<file path="src/skot_pkg.sv">
package skot_pkg;

    localparam int DEPTH  = 64;
    localparam int IDX_W  = $clog2(DEPTH);
    localparam int USED_W = $clog2(DEPTH + 1);
    localparam int KEY_W  = 24;
    localparam int TAG_W  = 16;
    localparam int CNT_W  = 32;
    localparam int CMD_W  = 2;

    localparam logic [CMD_W-1:0] CMD_RECORD = 2'd0;
    localparam logic [CMD_W-1:0] CMD_READ   = 2'd1;
    localparam logic [CMD_W-1:0] CMD_CLEAR  = 2'd2;

    typedef struct packed {
        logic             cmp_en;
        logic             upd_en;
        logic [CMD_W-1:0] cmd;
        logic [KEY_W-1:0] key;
        logic [TAG_W-1:0] tag;
        logic [IDX_W-1:0] idx;
        logic             hit_any;
        logic             full;
    } cell_ctrl_t;

    typedef struct packed {
        logic             valid;
        logic             gt;
        logic [KEY_W-1:0] key;
        logic [CNT_W-1:0] count;
        logic [TAG_W-1:0] tag;
    } cell_link_t;

    typedef struct packed {
        logic             sel;
        logic [KEY_W-1:0] key;
        logic [CNT_W-1:0] count;
        logic [TAG_W-1:0] tag;
    } cell_view_t;

endpackage

</file>
<file path="src/skot_cell.sv">
module skot_cell (
    input  logic                       clk,
    input  logic                       rst_n,
    input  logic [skot_pkg::IDX_W-1:0] self_idx,
    input  skot_pkg::cell_ctrl_t       ctrl,
    input  skot_pkg::cell_link_t       left,
    output skot_pkg::cell_link_t       link,
    output logic                       eq,
    output skot_pkg::cell_view_t       view
);
    import skot_pkg::*;

    logic             valid_reg;
    logic             eq_reg;
    logic             gt_reg;
    logic             rd_reg;
    logic             sel_reg;
    logic [KEY_W-1:0] key_reg;
    logic [CNT_W-1:0] count_reg;
    logic [TAG_W-1:0] tag_reg;

    logic             left_le;
    logic             here;
    logic             shift;
    logic             insert_ok;
    logic [CNT_W-1:0] count_inc;

    assign left_le   = left.valid & ~left.gt;
    assign here      = left_le & (gt_reg | ~valid_reg);
    assign shift     = left.gt;
    assign insert_ok = ~ctrl.hit_any & ~ctrl.full;
    assign count_inc = (&count_reg) ? count_reg : count_reg + 1'b1;

    always_ff @(posedge clk or negedge rst_n)
    begin
        if (!rst_n)
        begin
            valid_reg <= 1'b0;
            eq_reg    <= 1'b0;
            gt_reg    <= 1'b0;
            rd_reg    <= 1'b0;
            sel_reg   <= 1'b0;
        end
        else
        begin
            if (ctrl.cmp_en)
            begin
                eq_reg <= valid_reg && (key_reg == ctrl.key);
                gt_reg <= valid_reg && (key_reg > ctrl.key);
                rd_reg <= valid_reg && (self_idx == ctrl.idx);
            end
            if (ctrl.upd_en)
            begin
                unique case (ctrl.cmd)
                    CMD_RECORD:
                    begin
                        if (ctrl.hit_any)
                        begin
                            sel_reg <= eq_reg;
                        end
                        else if (insert_ok)
                        begin
                            sel_reg <= here;
                            if (here || shift)
                            begin
                                valid_reg <= 1'b1;
                            end
                        end
                        else
                        begin
                            sel_reg <= 1'b0;
                        end
                    end
                    CMD_READ:
                    begin
                        sel_reg <= rd_reg;
                    end
                    CMD_CLEAR:
                    begin
                        sel_reg   <= 1'b0;
                        valid_reg <= 1'b0;
                    end
                    default:
                    begin
                        sel_reg <= 1'b0;
                    end
                endcase
            end
        end
    end

    always_ff @(posedge clk)
    begin
        if (ctrl.upd_en && (ctrl.cmd == CMD_RECORD))
        begin
            if (ctrl.hit_any && eq_reg)
            begin
                count_reg <= count_inc;
            end
            else if (insert_ok && shift)
            begin
                key_reg   <= left.key;
                count_reg <= left.count;
                tag_reg   <= left.tag;
            end
            else if (insert_ok && here)
            begin
                key_reg   <= ctrl.key;
                count_reg <= CNT_W'(1);
                tag_reg   <= ctrl.tag;
            end
        end
    end

    assign link.valid = valid_reg;
    assign link.gt    = gt_reg;
    assign link.key   = key_reg;
    assign link.count = count_reg;
    assign link.tag   = tag_reg;

    assign eq = eq_reg;

    assign view.sel   = sel_reg;
    assign view.key   = sel_reg ? key_reg : '0;
    assign view.count = sel_reg ? count_reg : '0;
    assign view.tag   = sel_reg ? tag_reg : '0;

endmodule

</file>
<file path="config.mk">
export PLATFORM = sky130hd
export DESIGN_NAME = skot_cell
export DESIGN_NICKNAME = d
export VERILOG_FILES = /design/src/skot_pkg.sv /design/src/skot_cell.sv
export SDC_FILE = /design/constraint.sdc
export NUM_CORES = 1
export LEC_CHECK = 0
export ABC_CLOCK_PERIOD_IN_PS = 3000
export BUFFER_PORTS_ARGS = -buffer_cell sky130_fd_sc_hd__buf_2
export CORE_UTILIZATION = 41
export CTS_CLUSTER_DIAMETER = 50
export DETAILED_ROUTE_END_ITERATION = 16
export HOLD_SLACK_MARGIN = 0.06
export PLACE_DENSITY = 0.78
export SETUP_SLACK_MARGIN = 0.15
export SYNTH_ARGS = -nofsm -noshare
export SYNTH_HDL_FRONTEND = slang
export SYNTH_SLANG_ARGS = --single-unit
</file>
<file path="constraint.sdc">
create_clock -name clk -period 3 [get_ports clk]
set_input_delay 0 -clock clk [delete_from_list [all_inputs] [get_ports clk]]
set_output_delay 0 -clock clk [all_outputs]
set_load 0.01 [all_outputs]
</file>
# After elaboration in Yosys (flattened, before gate mapping)
# Index checks and enable logic that the tools add are counted.
op_classes:
  n_reduce_logical: 16
  eq_ne: 8
  n_addsub: 1
  bitwise: 9
  n_lt_le_gt_ge: 1
  mux: 18
ops:
  columns: ["cell", "n"]
  rows:
  - ["32-bit two-way mux", 5]
  - ["24-bit two-way mux", 3]
  - ["16-bit two-way mux", 3]
  - ["32-bit by 1-bit adder with 32-bit output (second input constant)", 1]
  - ["32-bit AND reduction", 1]
  - ["24-bit == test", 1]
  - ["24-bit > comparator", 1]
  - ["2-bit != test (second input constant)", 4]
  - ["1-bit logical AND", 7]
  - ["6-bit == test", 1]
  - ["3-bit AND reduction", 2]
  - ["1-bit two-way mux", 5]
  - ["1-bit inverter", 5]
  - ["5-bit AND reduction", 1]
  - ["1-bit case mux with 2 select lines", 2]
  - ["2-bit nonzero test", 2]
  - ["1-bit AND", 3]
  - ["3-bit nonzero test", 1]
  - ["2-bit by 1-bit == test with 1-bit output (second input constant)", 1]
  - ["2-bit == test (second input constant)", 1]
  - ["2-bit zero test", 1]
  - ["1-bit logical OR", 1]
  - ["1-bit bitwise OR", 1]
word_totals:
  inputBits: 134
  reg_bits: 77

# Longest topological paths before layout
logic_depth:
  ltp_word: 8
  ltp_mapped: 7

# Least setup slack after synthesis
# OpenSTA, ideal clock, no wires.
synth_timing:
  path_type: "register to register"
  start: "register count_reg[17]"
  end: "register count_reg[0], enable pin"
  setup_time_ps: 432
  setup_slack_ps: -349
  t_required_ps: 2568
  stages_incl_launch_ff: 7
  t_arrival_ps: 2917
  cell_sequence: "edfxtp_1 -> and4_1 -> and4_1 -> buf_4 -> nand3_1 -> o21ai_1 -> a21oi_1"
synth_between:
  elab_chain_len: 3
synth_lines:
  columns: ["item", "line_no", "rtl"]
  rows:
  - ["start: declaration", "skot_cell.sv:19", "logic [CNT_W-1:0] count_reg;"]
  - ["start signal: assignment", "skot_cell.sv:98", "count_reg <= count_inc;"]
  - ["start signal: assignment", "skot_cell.sv:103", "count_reg <= left.count;"]
  - ["32-bit AND reduction", "skot_cell.sv:32", "assign count_inc = (&count_reg) ? count_reg : count_reg + 1'b1;"]
  - ["2-bit != test (no line)", null, null]
  - ["3-bit AND reduction (no line)", null, null]
# No other way between the ends.
# A chain may end at the register's enable or synchronous reset.

# Final worst setup path
layout_timing:
  start: "register count_reg[17]"
  end: "register count_reg[5], enable pin"
# The elaborated chain is that of the path after synthesis.

==> results.sh <==
export IMPL_die_h_um=113
export IMPL_syn_instance_count=505
export IMPL_dr_pass1_iters=5
export IMPL_num_io_pins=282
export IMPL_r2r_end="count_reg[5]"
export IMPL_worstSetupEndpointType="register"
export IMPL_drive_gt1_share_pct=35.7
export IMPL_area_delta_synth_final_pct=60.0
export IMPL_core_rowCount=40
export IMPL_critical_path_class="reg -> reg"
export IMPL_worstHoldStart="ctrl[29]"
export IMPL_via_per_inst=5.02
export IMPL_utilization_pct=67.1
export IMPL_p_sw_share_pct=23.3
export IMPL_arrival_ps=2290
export IMPL_initial_utilization_pct=41.9
export IMPL_final_common_cell="buf_2"
export IMPL_startpoint="count_reg[17]"
export IMPL_critPathMaxFanout=32
export IMPL_overflow=0
export IMPL_drc_errors=0
export IMPL_dpl_cell_area_mm2=0.00654
export IMPL_hold_depth=3
export IMPL_io_buffers=281
export IMPL_route_vias_total=5244
export IMPL_clockBufferDepth=2
export IMPL_drt_iter0_drc=342
export IMPL_crit_path_frequent_cell="and4_1"
export IMPL_max_freq_ghz=0.433
export IMPL_setup_violations=0
export IMPL_slew_violations=0
export IMPL_worst_pin_slew_ps=1040
export IMPL_crit_chain="and4_1 > and4_1 > nand3_1 > o21ai_1 > a21oi_4 > buf_4"
export IMPL_avgSynthCellArea_um2=9.93
export IMPL_die_x_um=113
export IMPL_power_frac_seq_pct=42.5
export IMPL_drt_total_wl_mm=16.3
export IMPL_path_buf_inv=1
export IMPL_clk_latency_ps=330
export IMPL_timing_hold_violations_final=0
export IMPL_grt_pass1_vias=4992
export IMPL_timing_rr_start="count_reg[17]"
export IMPL_syn_nets=664
export IMPL_cap_violations=0
export IMPL_min_period_over_period_pct=77.0
export IMPL_ir_worst_vdd_mv=0.207
export IMPL_place_inst=911
export IMPL_layout_nets=1052
export IMPL_grt_pass1_wl_mm=25.1
export IMPL_clkTransAtPathRegs_ps=60
export IMPL_final_min_clock_period_ps=2310
export IMPL_final_cell_count_no_fill=1044
export IMPL_rr_worst_depth=6
export IMPL_wire_per_inst_um=15.6
export IMPL_synth_area_mm2=0.00501
export IMPL_core_area_mm2=0.0120
export IMPL_fin_tns_setup_ps=0
export IMPL_cts_made_buffers=9
export IMPL_grt_max_degree=75
export IMPL_largest_reg_flops=32
export IMPL_cts_root_buf="clkbuf_16"
export IMPL_design_area_mm2=0.00802
export IMPL_power_share_clock_pct=39.6
export IMPL_status="completed"
export IMPL_cts_max_level=3
export IMPL_place_gp_congestion=0.812
export IMPL_fillers=893
export IMPL_yosysSeqAreaShare_pct=45.6
export IMPL_cpPeakStageDelay_ps=480
export IMPL_synth_edff_count=72
export IMPL_ant_nets=0
export IMPL_place_hpwl_mm=10.6
export IMPL_share_comb_of_total_power_pct=17.9
export IMPL_synth_yosys_warnings=0
export IMPL_cts_resized=0
export IMPL_relSlewSlack_pct=30.8
export IMPL_skew_ps=7.94
export IMPL_cp_num_cells=6
export IMPL_antenna_found_initial=2
export IMPL_start_kind="register"
export IMPL_grt_usage_pct=25.6
export IMPL_critical_path_top_delay_family="simple AND/OR/NAND/NOR gates"
export IMPL_endpoint="count_reg[5]"
export IMPL_holdCritPathClass="in -> reg"
export IMPL_synth_seq_cells=77
export IMPL_die_area_mm2=0.0127
export IMPL_synth_async_sr_flop_share_pct=6.49
export IMPL_ys_flop_type="edfxtp_1"
export IMPL_p_leak_uw=0.00363
export IMPL_r2r_setup_slack_ps=690
export IMPL_p_int_uw=2210
export IMPL_synth_cell_types=45
export IMPL_rsz0062_at_grt="no"
export IMPL_most_common_layout_cells="281 x buf_2, 118 x dlygate4sd3_1, 76 x and2_1, 72 x edfxtp_1, 65 x nand2_1"
export IMPL_critPathSlowestCell="edfxtp_1"
export IMPL_critPathRequiredTime_ps=2980
export IMPL_cts_tree="done"
export IMPL_p_sw_uw=669
export IMPL_p_per_area_mw_per_mm2=359
export IMPL_cts_sinks=77
-- how the worst min path moves through the flow --
stage | to | slack [ps]
after floorplan | eq | -300
after global placement | rd_reg | -180
after detailed placement | rd_reg | -170
after CTS | key_reg[5] | 80
after global routing | key_reg[5] | 110
final | key_reg[5] | 90
-- final cells by class --
type	instances	area [um2]	area share [%]
timing repair buffer	406	2650	33.1
inverter	29	109	1.36
tap	147	184	2.29
clock inverter	5	77.6	0.967
antenna	1	2.50	0.0312
sequential	77	2290	28.5
multi-input combinational	370	2480	30.9
clock buffer	9	225	2.81
-- stage by stage --
stage,total power (uW),hold WS [ps],setup WS (ps)
after floorplan,1430,-296,353
after global placement,1600,-180,754
after detailed placement,1610,-175,712
after CTS,2870,81.2,695
after global routing,2990,114,576
final,2880,92.4,690
-- routing by layer --
metal | GRT usage (%) | wire [um] | vias to the layer above
met5 | 0 | 11 | -
met3 | 4.75 | 1050 | 39
li1 | - | - | 2541
met4 | 10.4 | 425 | 2
met2 | 46.5 | 8470 | 253
met1 | 29.6 | 6380 | 2409
-- power by group through the flow --
stage | Sequential (uW) | Clock, uW | Combinational [uW]
6_report | 1220 | 1140 | 514
2_1_floorplan | 1230 | 0 | 199
5_1_grt | 1230 | 1200 | 558
3_3_place_gp | 1240 | 0 | 361
4_1_cts | 1220 | 1150 | 501
3_5_place_dp | 1250 | 0 | 366
-- synthesized netlist by cell type, types with 3 or more instances --
master / count / area [um2]
and2_1: 77 / 482
edfxtp_1: 72 / 2160
nand2_1: 65 / 244
o21ai_1: 54 / 270
inv_1: 29 / 109
ha_1: 25 / 313
xor2_1: 25 / 219
clkbuf_1: 19 / 71.3
mux2_1: 17 / 191
a21oi_1: 12 / 60.1
nand3_1: 12 / 60.1
nand4_1: 12 / 75.1
xnor2_1: 11 / 96.3
nor2_1: 8 / 30.0
and3_1: 6 / 37.5
nand4_2: 6 / 75.1
and4_1: 5 / 43.8
buf_4: 5 / 37.5
dfrtp_1: 5 / 125
o21ai_0: 5 / 25.0
buf_2: 3 / 15.0
nand3_2: 3 / 30.0
nor4_1: 3 / 18.8
-- repair_timing --
| item | 4_1_cts | 5_1_grt |
|---|---|---|
| hold endpoints to repair | 82 | 0 |
| buffers inserted | 0 | 0 |
| hold buffers | 118 | 0 |
-- cells by family after synthesis --
kind of cell               after synthesis  share of synthesized area, %
adders and majority gates               25                          6.24
xor gates and xnor gates                36                          6.29
DFF                                     77                          45.6
buffers and inverters                   58                          5.27
AOI/OAI and AO/OA                       85                          9.21
muxes                                   18                          4.04
and+or+nand+nor                        206                          23.3
-- tightest hold or removal path, cell delays in order --
cell and delay [ps]:
buf_2 80, inv_1 70, o21ai_1 160
Note: power is estimated with default switching activity, not from simulation.
